## config.mk

```make
export PLATFORM = sky130hd
export DESIGN_NAME = stt_ctrl
export DESIGN_NICKNAME = d
export VERILOG_FILES = /design/src/stt_pkg.sv /design/src/stt_ctrl.sv
export VERILOG_INCLUDE_DIRS = /design/src /design/src/src
export SDC_FILE = /design/constraint.sdc
export NUM_CORES = 1
export LEC_CHECK = 0
export ABC_AREA = 1
export BUFFER_PORTS_ARGS = -buffer_cell sky130_fd_sc_hd__buf_2
export CAP_MARGIN = 20
export CELL_PAD_IN_SITES_DETAIL_PLACEMENT = 1
export CELL_PAD_IN_SITES_GLOBAL_PLACEMENT = 2
export CORE_ASPECT_RATIO = 1.1
export CORE_MARGIN = 2
export CORE_UTILIZATION = 19
export DETAILED_ROUTE_END_ITERATION = 12
export PLACE_DENSITY_LB_ADDON = 0.1
export SYNTH_ARGS = -nofsm -noshare
export SYNTH_HDL_FRONTEND = slang
export SYNTH_SLANG_ARGS = --single-unit
```

## constraint.sdc

```tcl
create_clock -name clk -period 1.05 [get_ports clk]
set_input_delay 0.0525 -clock clk [delete_from_list [all_inputs] [get_ports clk]]
set_output_delay 0.0525 -clock clk [all_outputs]
set_load 0.01 [all_outputs]
```

## src/search_transposition_table_macros.svh

```systemverilog
// Assertion macros shared by the search transposition table RTL.
// No dependencies; included by the modules that carry assertions.
`ifndef SEARCH_TRANSPOSITION_TABLE_MACROS_SVH
`define SEARCH_TRANSPOSITION_TABLE_MACROS_SVH

// Same-cycle implication, checked out of reset.
`define STT_ASSERT_HOLDS(lbl, c, r, ante, cons, msg) \
  lbl: assert property (@(posedge c) disable iff (!r) (ante) |-> (cons)) \
    else $error(msg);

// Next-cycle implication, checked out of reset.
`define STT_ASSERT_NEXT(lbl, c, r, ante, cons, msg) \
  lbl: assert property (@(posedge c) disable iff (!r) (ante) |=> (cons)) \
    else $error(msg);

`endif

```

## src/stt_pkg.sv

```systemverilog
// Shared types and constants for the search transposition table.
// No dependencies; used by stt_ctrl, stt_dp and the top level.
package stt_pkg;

  // Table geometry (TABLE_ENTRIES must be a power of two)
  localparam int TABLE_ENTRIES = 1024;
  localparam int MAX_LINE      = 32;
  localparam int IDX_W         = $clog2(TABLE_ENTRIES);
  localparam int CNT_W         = $clog2(MAX_LINE + 1);
  localparam int LS_AW         = $clog2(TABLE_ENTRIES * MAX_LINE);

  // Item kinds
  localparam logic [2:0] KIND_RECORD = 3'd0;
  localparam logic [2:0] KIND_PV     = 3'd1;
  localparam logic [2:0] KIND_PROBE  = 3'd2;
  localparam logic [2:0] KIND_LINE   = 3'd3;
  localparam logic [2:0] KIND_CLEAR  = 3'd4;

  // Bound types
  localparam logic [1:0] BOUND_EXACT = 2'd0;
  localparam logic [1:0] BOUND_LOWER = 2'd1;
  localparam logic [1:0] BOUND_UPPER = 2'd2;

  // Result kinds
  localparam logic RES_PROBE = 1'b0;
  localparam logic RES_LINE  = 1'b1;

  // Configuration register indexes
  localparam int         CFG_IDX_W = 1;
  localparam logic [0:0] CFG_INF   = 1'b0;
  localparam logic [0:0] CFG_WIN   = 1'b1;

  // Output register source
  typedef enum logic [1:0] {
    OUT_PROBE,
    OUT_NOLINE,
    OUT_MOVE
  } out_sel_t;

  // Controller to datapath
  typedef struct packed {
    logic     latch_in;
    logic     cls_load;
    logic     cls_probe;
    logic     adj_load;
    logic     rec_write;
    logic     pv_write;
    logic     fill_clear;
    logic     clr_step;
    logic     pos_inc;
    logic     out_load;
    out_sel_t out_sel;
  } stt_cmd_t;

  // Datapath to controller
  typedef struct packed {
    logic fill_open;
    logic out_free;
    logic rl_ok;
    logic pos_last;
    logic clr_last;
  } stt_stat_t;

endpackage

```

## src/stt_ctrl.sv

```systemverilog
// Controller of the search transposition table: sequences each transaction
// and the clear sweep. Uses stt_pkg and the shared assertion macros.
`include "search_transposition_table_macros.svh"

module stt_ctrl (
  input  logic               clk,
  input  logic               rst_n,
  input  logic               in_valid,
  input  logic [2:0]         in_kind,
  output logic               in_stall,
  input  stt_pkg::stt_stat_t stat,
  output stt_pkg::stt_cmd_t  cmd
);

  typedef enum logic [3:0] {
    S_CLR,
    S_IDLE,
    S_REC_CLS,
    S_REC_WR,
    S_PV_WR,
    S_PR_RD,
    S_PR_CLS,
    S_PR_ADJ,
    S_PR_OUT,
    S_RL_RD,
    S_RL_CHK,
    S_RL_OUT,
    S_RL_WAIT
  } state_t;

  state_t state_r, state_nxt;

  // Next state and commands
  always_comb begin
    cmd       = '0;
    state_nxt = state_r;
    case (state_r)
      S_CLR: begin
        cmd.clr_step   = 1'b1;
        cmd.fill_clear = 1'b1;
        if (stat.clr_last) begin
          state_nxt = S_IDLE;
        end
      end
      S_IDLE: begin
        if (in_valid) begin
          cmd.latch_in = 1'b1;
          case (in_kind)
            stt_pkg::KIND_RECORD: state_nxt = S_REC_CLS;
            stt_pkg::KIND_PV:     state_nxt = S_PV_WR;
            stt_pkg::KIND_PROBE:  state_nxt = S_PR_RD;
            stt_pkg::KIND_LINE:   state_nxt = S_RL_RD;
            stt_pkg::KIND_CLEAR:  state_nxt = S_CLR;
            default:              state_nxt = S_IDLE;
          endcase
        end
      end
      S_REC_CLS: begin
        cmd.cls_load = 1'b1;
        state_nxt    = S_REC_WR;
      end
      S_REC_WR: begin
        cmd.rec_write = 1'b1;
        state_nxt     = S_IDLE;
      end
      S_PV_WR: begin
        cmd.pv_write = stat.fill_open;
        state_nxt    = S_IDLE;
      end
      S_PR_RD: begin
        state_nxt = S_PR_CLS;
      end
      S_PR_CLS: begin
        cmd.cls_load  = 1'b1;
        cmd.cls_probe = 1'b1;
        state_nxt     = S_PR_ADJ;
      end
      S_PR_ADJ: begin
        cmd.adj_load = 1'b1;
        state_nxt    = S_PR_OUT;
      end
      S_PR_OUT: begin
        if (stat.out_free) begin
          cmd.out_load = 1'b1;
          cmd.out_sel  = stt_pkg::OUT_PROBE;
          state_nxt    = S_IDLE;
        end
      end
      S_RL_RD: begin
        state_nxt = S_RL_CHK;
      end
      S_RL_CHK: begin
        if (stat.rl_ok) begin
          state_nxt = S_RL_OUT;
        end else if (stat.out_free) begin
          cmd.out_load = 1'b1;
          cmd.out_sel  = stt_pkg::OUT_NOLINE;
          state_nxt    = S_IDLE;
        end
      end
      S_RL_OUT: begin
        if (stat.out_free) begin
          cmd.out_load = 1'b1;
          cmd.out_sel  = stt_pkg::OUT_MOVE;
          if (stat.pos_last) begin
            state_nxt = S_IDLE;
          end else begin
            cmd.pos_inc = 1'b1;
            state_nxt   = S_RL_WAIT;
          end
        end
      end
      S_RL_WAIT: begin
        state_nxt = S_RL_OUT;
      end
      default: begin
        state_nxt = S_IDLE;
      end
    endcase
  end

  // State register; reset starts the valid-bit sweep
  always_ff @(posedge clk) begin
    if (!rst_n) begin
      state_r <= S_CLR;
    end else begin
      state_r <= state_nxt;
    end
  end

  assign in_stall = (state_r != S_IDLE);

  // Checks
  `STT_ASSERT_HOLDS(a_out_free, clk, rst_n, cmd.out_load, stat.out_free, "output overwritten")
  `STT_ASSERT_HOLDS(a_pv_open, clk, rst_n, cmd.pv_write, stat.fill_open, "move past line end")
  `STT_ASSERT_HOLDS(a_rec_order, clk, rst_n, cmd.rec_write, $past(state_r) == S_REC_CLS, "record write without shift")
  `STT_ASSERT_NEXT(a_line_end, clk, rst_n, cmd.out_load && cmd.out_sel == stt_pkg::OUT_MOVE && stat.pos_last, state_r == S_IDLE, "line run not closed")

endmodule

```

# Word level (Yosys, flattened, before mapping)
# Index checks and enable logic that the tools add are counted.
dict set report totals {
  register_bits 4
  input_bits 11
  output_inout_bits 13
  word_cells 48
}
dict set report classes {
  eq_ne 20
  n_mux 23
  reduce_logical 4
}
# cell n
set ops {}
lappend ops {{$pmux W4 S11} 1}
lappend ops {{$mux W4} 7}
lappend ops {{$eq A4 B4 Y1 const B} 5}
lappend ops {{$pmux W4 S5} 1}
lappend ops {{$eq A4 B3 Y1 const B} 4}
lappend ops {{$mux W1} 9}
lappend ops {{$mux W3} 3}
lappend ops {{$pmux W3 S3} 1}
lappend ops {{$eq A4 B2 Y1 const B} 2}
lappend ops {{$eq A3 B2 Y1 const B} 2}
lappend ops {{$ne A2 B2 Y1 const B} 3}
lappend ops {{$eq A4 B1 Y1 const B} 1}
lappend ops {{$logic_not A4 Y1} 1}
lappend ops {{$ne A4 B1 Y1 const B} 1}
lappend ops {{$eq A3 B1 Y1 const B} 1}
lappend ops {{$eq A3 B3 Y1 const B} 1}
lappend ops {{$logic_not A3 Y1} 1}
lappend ops {{$reduce_and A3 Y1} 1}
lappend ops {{$mux W2} 1}
lappend ops {{$reduce_or A2 Y1} 1}

# Depth between registers and ports, before layout
# Gate-level depths: netlist of run 1.
dict set report logic_depth {
  ltp_word 4
  depth_mapped 11
  mapped_depth_nobuf 10
}

# Least setup slack after synthesis of run 1
# Ideal clock, no wire load.
dict set report synth_timing {
  path_kind {register -> register}
  from {register state_r[3]}
  to {register state_r[0]}
  setup_ns 0.112
  t_arrival_ns 1.049
  required_ns 0.938
  path_slack_ns -0.111
  stages_incl_launch_ff 11
  path_buffers 1
  synth_period_minus_slack_ns 1.161
  path_cell_list {dfxtp_1 > buf_6 > nor2_2 > nand2_2 > inv_2 > nand2_2 > nand2_2 > nor2_4 > nand2_2 > nor2_1 > nor2_2}
}
dict set report synth_via {
  elab_chain_len 3
  elab_cells_between_ends 16
  classes_between {eq/ne: 13; mux: 1; reduce/logical: 2}
}
# element line_no
set synth_lines {}
lappend synth_lines {{start: declaration} stt_ctrl.sv:31} ;# state_t state_r, state_nxt;
lappend synth_lines {{start signal: assignment} stt_ctrl.sv:127} ;# state_r <= state_nxt;
lappend synth_lines {{$eq A4 B4 Y1 (tied with other cells)} stt_ctrl.sv:37} ;# case (state_r)
lappend synth_lines {{$ne A2 B2 Y1 (no source line)} n/a}
lappend synth_lines {{$reduce_and A3 Y1 (no source line)} n/a}
# Several ways; a longest one is shown, not always the timed one.
# A chain may end at the register's enable or synchronous reset.

# Worst setup path after layout of run 1
dict set report layout_timing {
  from {register state_r[3]}
  to {register state_r[1]}
}
# The elaborated chain is that of the path after synthesis.

==> out/metrics.yaml, run 1 <==
syn_area_um2: 563
hold_buffers: 0
met2_length_um: 1250
synth.avg_cell_area_um2: 5.26
antenna_found_initial: 0
grt_pass1_wl_um: 3650
status: "finished, violations left"
synth_flop_cell: "dfxtp_1"
vias: 835
portBuffers: 23
period_share: 1.26
track_usage: 0.138
synth_most_common_cell: "nand2_1"
drtPass1Iterations: 4
worstPathRequired_ns: 1.21
fp.dieArea_um2: 3420
top_regs: "state_r: 4 flops"
path_class: "register to register"
min_from: "rst_n"
grt_max_degree: 8
start_util: 0.201
yosysSeqAreaShare: 0.142
postLayoutCoreUtil: 0.420
setup_tns_ns: -3.58
layout.nets: 172
synthTopCellsByArea: "nand2_1 17%, dfxtp_1 14%, nor2_1 13%"
die_w_um: 55.9
hpwl_um: 1730
reg2reg_depth: 9
drive_gt1_frac: 0.635
hold_end: "state_r[2]"
regMostFlops: "state_r"
max-cap-violations: 0
clockRootBuffer: "clkbuf_4"
wl_um: 2230
rows: 20
p_per_area_nw_per_um2: 677
avgViaCountPerCell: 4.35
cts_inserted_buffers: 3
fmax_ghz: 0.755
rsz0062_at_grt: "true"
leakage_nw: 0.622
holdPathStages: 3
grt_overflow: 0
n_antenna_cell: 0
rrSetupSlack_ns: -0.28
ys_seq_elements: 4
setup_violations: 17
path_clk_slew_ns: 0.04
placed_area_um2: 860
cts_buffer_depth: 2
synthTopCellsByCount: "26 x nand2_1, 20 x nor2_1, 13 x inv_1"
wl_per_cell_um: 11.6
synthDistinctLibCells: 20
r2r_end: "state_r[1]"
hold_violations: 0
htreeDepth: 1
critPathArrivalTime_ns: 1.48
multi_input_area_um2: 523
clock_sinks: 4
finClkSkew_ns: 0.00184
slew_headroom: 0.843
drc: 0
clock_latency_ns: 0.23
ff_latch_area_um2: 95.1
synthArstFlopShare: 0
ios: 24
wl_met1_um: 925
globalplace.congestion: 0.743
ant_nets: 0
grt_pass1_vias: 825
period_needed_ns: 1.33
setup_ws_ns: -0.275
startpoint: "state_r[3]"
ir_drop_mv: 0.552
end_kind: "register"
synthDominantCellAreaShare: 0.173
synth_area_leader_cell: "nand2_1"
area_delta_synth_final_pct: 109
syn_inst: 107
coreArea_um2: 2800
critPathMaxFanout: 3
maxSlewViolCount: 0
met3_wirelength_um: 49
syn_nets: 118
synth-edff-count: 0
cts_tree: "built"
design_area_um2: 1180
tightest_slew_ns: 0.233
cp-start-kind: "register"
r2r-start: "state_r[3]"
fillers: 381
largest_reg_flops: 4
ys_warn_count: 0
topRoutingLayerUsed: "met4"
hold_class: "input port to register"
die_h_um: 61.1
violations: "negative setup slack"
drt_iter0_drc: 8
==> how the worst max path moves through the flow <==
stage,slack [ns],to,cells after the start
2_1_floorplan,-0.07,state_r[0],11
3_3_place_gp,-0.26,state_r[2],7
3_5_place_dp,-0.28,state_r[3],9
4_1_cts,-0.29,cmd[3],7
5_1_grt,-0.36,state_r[1],9
6_report,-0.28,state_r[1],9
==> cell usage in the layout, fill, tap and decap left out, types with 2 or more instances in the layout <==
| master | synthesis | final |
|---|---|---|
| nand2_4 | 0 | 3 |
| nor2_4 | 1 | 12 |
| nand2_1 | 26 | 22 |
| inv_1 | 13 | 10 |
| nand2_2 | 7 | 7 |
| inv_4 | 0 | 4 |
| nor2_1 | 20 | 11 |
| buf_4 | 1 | 17 |
| buf_6 | 1 | 18 |
| inv_2 | 7 | 6 |
| o21ai_0 | 3 | 2 |
| nand3_1 | 7 | 6 |
| clkbuf_4 | 0 | 3 |
| a21oi_1 | 4 | 3 |
| dfxtp_4 | 0 | 4 |
| buf_2 | 0 | 16 |
| nor2_2 | 6 | 4 |
==> per-stage QoR <==
stage	std cells	power, W	setup WS, ns	hold WS [ns]
floorplan	107	0.000364	-0.0739	0.206
CTS	188	0.000765	-0.288	0.0961
global placement	179	0.000480	-0.261	0.316
global route	192	0.000857	-0.356	0.0976
finish	192	0.000798	-0.275	0.0931
detailed placement	179	0.000485	-0.281	0.322
==> cells by family (layout without fill, tap and decap cells) <==
logic type,after synthesis,count (layout),share of synthesized area
buffers and inverters,22,74,0.167
AND/OR/NAND/NOR,72,72,0.607
flip-flops,4,4,0.142
AO/OA/AOI/OAI,9,9,0.0844
==> routing by layer <==
layer | global-route usage | up-vias
li1 | - | 429
met1 | 0.166 | 388
met2 | 0.270 | 15
met3 | 0.0147 | 3
met4 | 0.0306 | 0
met5 | 0 | -
==> where the power goes <==
group	internal [W]	total [W]	switching (W)
Sequential	0.000158	0.000175	0.0000176
Combinational	0.000205	0.000428	0.000223
Clock	0.000128	0.000194	0.0000661
==> repair_timing <==
action,CTS,global route
pin swaps,10,19
endpoints found under the setup margin,17,17
buffers inserted,6,4
gates resized for setup,30,30
endpoints found under the hold margin,0,0
==> final cells by class <==
cell class,instances,area share
clock buffers,3,0.0191
well taps,33,0.0351
inverters,20,0.0723
multi-input cells,81,0.444
flip-flops and latches,4,0.0808
repair buffers,51,0.349
==> worst max-delay path, stage by stage (launching register included) <==
cell     delay [ns]
dfxtp_4        0.35
buf_6          0.12
nor2_4         0.15
inv_4          0.07
buf_6          0.11
nor2_2         0.10
nor2_1         0.05
nand3_1        0.11
nand2_1        0.06
a21oi_1        0.13
No activity file was read; power rests on OpenSTA's default activity.
==> inputs of run 2 (changes only) <==
==> constraint.sdc (replaced) <==
create_clock -name clk -period 1.2 [get_ports clk]
set_input_delay 0.06 -clock clk [delete_from_list [all_inputs] [get_ports clk]]
set_output_delay 0.06 -clock clk [all_outputs]
set_load 0.01 [all_outputs]
==> out/metrics.yaml, run 2 (synthesis gave the netlist of run 1 again) <==
cpMaxStageDelayCell: "dfxtp_4"
cts_inserted_buffers: 3  # unchanged
die_w_um: 55.9  # unchanged
area_delta_synth_final_pct: 79.8
finClkSkew_ns: 0.00229  # +0.000446 ns
top_regs: "state_r: 4 flops"
grt_max_degree: 7  # -1
drive_gt1_frac: 0.638  # +0.00294
place_ws_ns: -0.131  # +0.150 ns
max-cap-violations: 0  # unchanged
die_h_um: 61.1  # unchanged
vias: 775  # -7.2%
clock_sinks: 4  # unchanged
grt_pass1_vias: 777  # -5.8%
clock_latency_ns: 0.23  # about the same
ios: 24  # unchanged
end_kind: "primary output"
setup_ws_ns: -0.0852  # +0.190 ns
ir_drop_mv: 0.225  # -59%
final_cell_mix: "23 x buf_2, 19 x buf_4, 18 x nand2_1"
status: "finished, violations left"
power_w: 0.000633  # -21%
critical_path_buf_inv_count: 3  # unchanged
slowest_delay_ns: 0.39  # +0.04 ns
clockRootBuffer: "clkbuf_4"
fillers: 386  # +1.3%
hold_class: "input port to register"
drt_iter0_drc: 13  # +5
avgViaCountPerCell: 4.19  # -3.7%
layout.nets: 165  # -4.1%
htreeDepth: 1  # unchanged
regMostFlops: "state_r"
globalplace.congestion: 0.853  # +15%
track_usage: 0.121  # -0.0172
path_clk_slew_ns: 0.03  # about the same
period_needed_ns: 1.29
grt_pass1_wl_um: 3230  # -12%
coreArea_um2: 2800  # unchanged
violations: "negative setup slack"
p_per_area_nw_per_um2: 625  # -7.7%
tightest_slew_ns: 0.224  # -0.00904 ns
crit_family: "flip-flops"
fmax_ghz: 0.778
design_area_um2: 1010  # -14%
wl_um: 2070  # -7.4%
portBuffers: 23  # unchanged
period_share: 1.07
fin_cells: 185  # -3.6%
start_util: 0.201  # unchanged
cp-start-kind: "register"
critPathMaxFanout: 6  # +3
cts_tree: "built"
cts_buffer_depth: 2  # unchanged
fp.dieArea_um2: 3420  # unchanged
drtPass1Iterations: 4  # unchanged
hold_violations: 0  # unchanged
placed_area_um2: 798  # -7.1%
setup_violations: 9  # -8
n_antenna_cell: 0  # unchanged
final_common_cell: "buf_2"
wl_per_cell_um: 11.2  # -3.9%
crit_chain: "inv_2, nor2_4, nand2_4, nor2_4, inv_2, nor2_1, buf_2"
worstPathRequired_ns: 1.14  # -0.07 ns
leakage_nw: 0.581  # -6.6%
hpwl_um: 1660  # -4.1%
critPathArrivalTime_ns: 1.23  # -0.25 ns
antenna_found_initial: 0  # unchanged
slew_headroom: 0.850  # +0.00751
drc: 0  # unchanged
rsz0062_at_grt: "true"
rows: 20  # unchanged
placed_cells: 174  # -2.8%
largest_reg_flops: 4  # unchanged
hold_ws_ns: 0.109  # +0.0161 ns
maxSlewViolCount: 0  # unchanged
grt_overflow: 0  # unchanged
path_class: "register to primary output"
ant_nets: 0  # unchanged
run 2: cell types whose count changed in the layout (fill, tap and decap cells not counted), sizes merged:
cell,change
buf,-7
run 2: through the flow:
| stage | util | TNS, ns |
|---|---|---|
| floorplan | - | 0 |
| global placement | 0.285 | -0.491 |
| detailed placement | 0.285 | -0.485 |
| CTS | 0.338 | -0.745 |
| global route | 0.361 | -1.38 |
| finish | 0.361 | -0.495 |
run 2: path summary, 6_finish.rpt:
kind / start / endpoint / slack (ns) / cells after the start
setup / recovery: state_r[3] / cmd[3] / -0.09 / 7
hold / removal: rst_n / state_r[3] / 0.11 / 3
setup reg to reg: state_r[3] / state_r[1] / -0.08 / 8
hold reg to reg: state_r[2] / state_r[0] / 0.75 / 4
run 2: repair_timing:
item,4_1_cts,5_1_grt
setup buffers,6,2
setup endpoints to repair,17,17
pin swaps,11,9
resized for setup,27,17
hold buffers,0,0
cloned,0,0
run 2: tightest hold or removal path, delay by kind of cell:
kind	cells	cell delay, ns
buffers and inverters	2	0.15
AOI/OAI and AO/OA	1	0.10
run 2: cell type report:
type / instances / area [µm²] / share of cell area
Timing Repair Buffer: 44 / 280 / 0.277
Sequential cell: 4 / 95.1 / 0.0939
Clock buffer: 3 / 22.5 / 0.0222
Inverter: 20 / 80.1 / 0.0791
Multi-Input combinational cell: 81 / 493 / 0.487
Tap cell: 33 / 41.3 / 0.0408
run 2: power by group:
group | switching (W) | total (W) | internal (W)
registers | 0.0000180 | 0.000156 | 0.000138
logic | 0.000171 | 0.000316 | 0.000145
clock network | 0.0000498 | 0.000161 | 0.000112
total | 0.000238 | 0.000633 | 0.000395
run 2: routing by layer:
layer	global-route usage	routed length [µm]	up-vias
met2	0.240	1140	15
met1	0.145	873	345
li1	-	-	415
met3	0	51	0
met5	0	0	-
met4	0.0408	0	0
==> inputs of run 3 (changes only) <==
--- a/config.mk
+++ b/config.mk
@@ -16,6 +16,7 @@
 export CORE_UTILIZATION = 19
 export DETAILED_ROUTE_END_ITERATION = 12
 export PLACE_DENSITY_LB_ADDON = 0.1
+export SKIP_LAST_GASP = 1
 export SYNTH_ARGS = -nofsm -noshare
 export SYNTH_HDL_FRONTEND = slang
 export SYNTH_SLANG_ARGS = --single-unit
==> out/metrics.yaml, run 3 (synthesis gave the netlist of run 1 again) <==
setup_tns_ns: -0.516  # -0.0213 ns
wl_um: 2070  # about the same
coreArea_um2: 2800  # unchanged
path_clk_slew_ns: 0.03  # about the same
wl_per_cell_um: 11.2  # about the same
hold_buffers: 0  # unchanged
drive_gt1_frac: 0.638  # unchanged
r2r-start: "state_r[3]"
rows: 20  # unchanged
reg2reg_depth: 8  # unchanged
hpwl_um: 1660  # unchanged
drt_iter0_drc: 13  # unchanged
setup_violations: 9  # unchanged
drc: 0  # unchanged
fp.dieArea_um2: 3420  # unchanged
layout.nets: 165  # unchanged
globalRouteMet2Util: 0.240  # unchanged
grt.busiest_layer: "met2"
place_ws_ns: -0.131  # unchanged
postLayoutCoreUtil: 0.360  # -0.000893
cts_inserted_buffers: 3  # unchanged
grt_overflow: 0  # unchanged
cp-start-kind: "register"
rsz0062_at_grt: "true"
vias: 774  # -0.13%
clockRootBuffer: "clkbuf_4"
regMostFlops: "state_r"
fin_cells: 185  # unchanged
die_h_um: 61.1  # unchanged
period_share: 1.07  # about the same
top_regs: "state_r: 4 flops"
end_kind: "primary output"
hold_ws_ns: 0.109  # unchanged
critPathArrivalTime_ns: 1.23  # about the same
cts_tree: "built"
ios: 24  # unchanged
final_cell_mix: "23 x buf_2, 19 x buf_4, 18 x nand2_1"
gr-usage-met3: 0  # unchanged
tightest_slew_ns: 0.224  # unchanged
clock_latency_ns: 0.23  # about the same
status: "finished, violations left"
finClkSkew_ns: 0.00229  # unchanged
placed_cells: 174  # unchanged
grt_max_degree: 7  # unchanged
critPathMaxFanout: 6  # unchanged
n_antenna_cell: 0  # unchanged
cts_buffer_depth: 2  # unchanged
holdPathStages: 3  # unchanged
antenna_found_initial: 0  # unchanged
max-cap-violations: 0  # unchanged
globalplace.congestion: 0.853  # unchanged
hold_class: "input port to register"
slew_headroom: 0.850  # unchanged
start_util: 0.201  # unchanged
fmax_ghz: 0.778  # about the same
hold_end: "state_r[3]"
largest_reg_flops: 4  # unchanged
violations: "negative setup slack"
ir_drop_mv: 0.225  # about the same
path_class: "register to primary output"
drtPass1Iterations: 4  # unchanged
hold_violations: 0  # unchanged
ant_nets: 0  # unchanged
clock_sinks: 4  # unchanged
final_common_cell: "buf_2"
area_delta_synth_final_pct: 79.3
period_needed_ns: 1.29  # +0.000130 ns
portBuffers: 23  # unchanged
grt_pass1_vias: 777  # unchanged
track_usage: 0.121  # unchanged
rrSetupSlack_ns: -0.08  # about the same
setup_ws_ns: -0.0853  # -0.000130 ns
p_per_area_nw_per_um2: 626  # +0.15%
die_w_um: 55.9  # unchanged
grtUsageMet1: 0.145  # unchanged
maxSlewViolCount: 0  # unchanged
min_from: "rst_n"
avgViaCountPerCell: 4.18  # -0.13%
worstPathRequired_ns: 1.14  # about the same
leakage_nw: 0.580  # -0.16%
grt_pass1_wl_um: 3230  # unchanged
fillers: 387  # +0.26%
htreeDepth: 1  # unchanged
r2r_end: "state_r[1]"
==> run 3: layout make-up <==
cell class | instances | area, µm² | area share
Multi-Input combinational cell | 81 | 493 | 0.488
Timing Repair Buffer | 44 | 280 | 0.278
Sequential cell | 4 | 95.1 | 0.0942
Inverter | 20 | 77.6 | 0.0768
Tap cell | 33 | 41.3 | 0.0409
Clock buffer | 3 | 22.5 | 0.0223
==> run 3: what timing repair did <==
action | CTS | global route
endpoints found under the hold margin | 0 | 0
endpoints found under the setup margin | 17 | 17
gates cloned | 0 | 0
pin swaps | 11 | 9
gates resized for setup | 27 | 16
setup buffers | 6 | 2
==> run 3: stage by stage <==
step	total power, W	cell area, µm²
after global placement	0.000402	798
final	0.000633	1010
after CTS	0.000624	947
after detailed placement	0.000402	798
after global routing	0.000680	1010
after floorplan	0.000306	563
==> run 3: routing by layer <==
| metal | up-vias | share of wire |
|---|---|---|
| met3 | 0 | 0.025 |
| li1 | 414 | - |
| met4 | 0 | 0 |
| met5 | - | 0 |
| met2 | 15 | 0.55 |
| met1 | 345 | 0.42 |
==> run 3: how the worst max path moves through the flow <==
stage	to	cells after the start	start
after floorplan	state_r[0]	10	state_r[3]
after global placement	state_r[3]	8	state_r[3]
after detailed placement	state_r[3]	9	state_r[3]
after CTS	cmd[3]	7	state_r[3]
after global routing	state_r[3]	10	state_r[0]
final	cmd[3]	7	state_r[3]
==> run 3: power by group <==
| part | internal [W] | switching (W) |
|---|---|---|
| combinational | 0.000145 | 0.000171 |
| sequential | 0.000138 | 0.0000176 |
| clock | 0.000112 | 0.0000498 |
| total | 0.000394 | 0.000238 |
==> run 3: worst max-delay path, cell delays in order, from the launching register on <==
cell     delay [ns]
dfxtp_4        0.39
inv_2          0.06
nor2_4         0.12
nand2_4        0.09
nor2_4         0.10
inv_2          0.04
nor2_1         0.07
buf_2          0.13
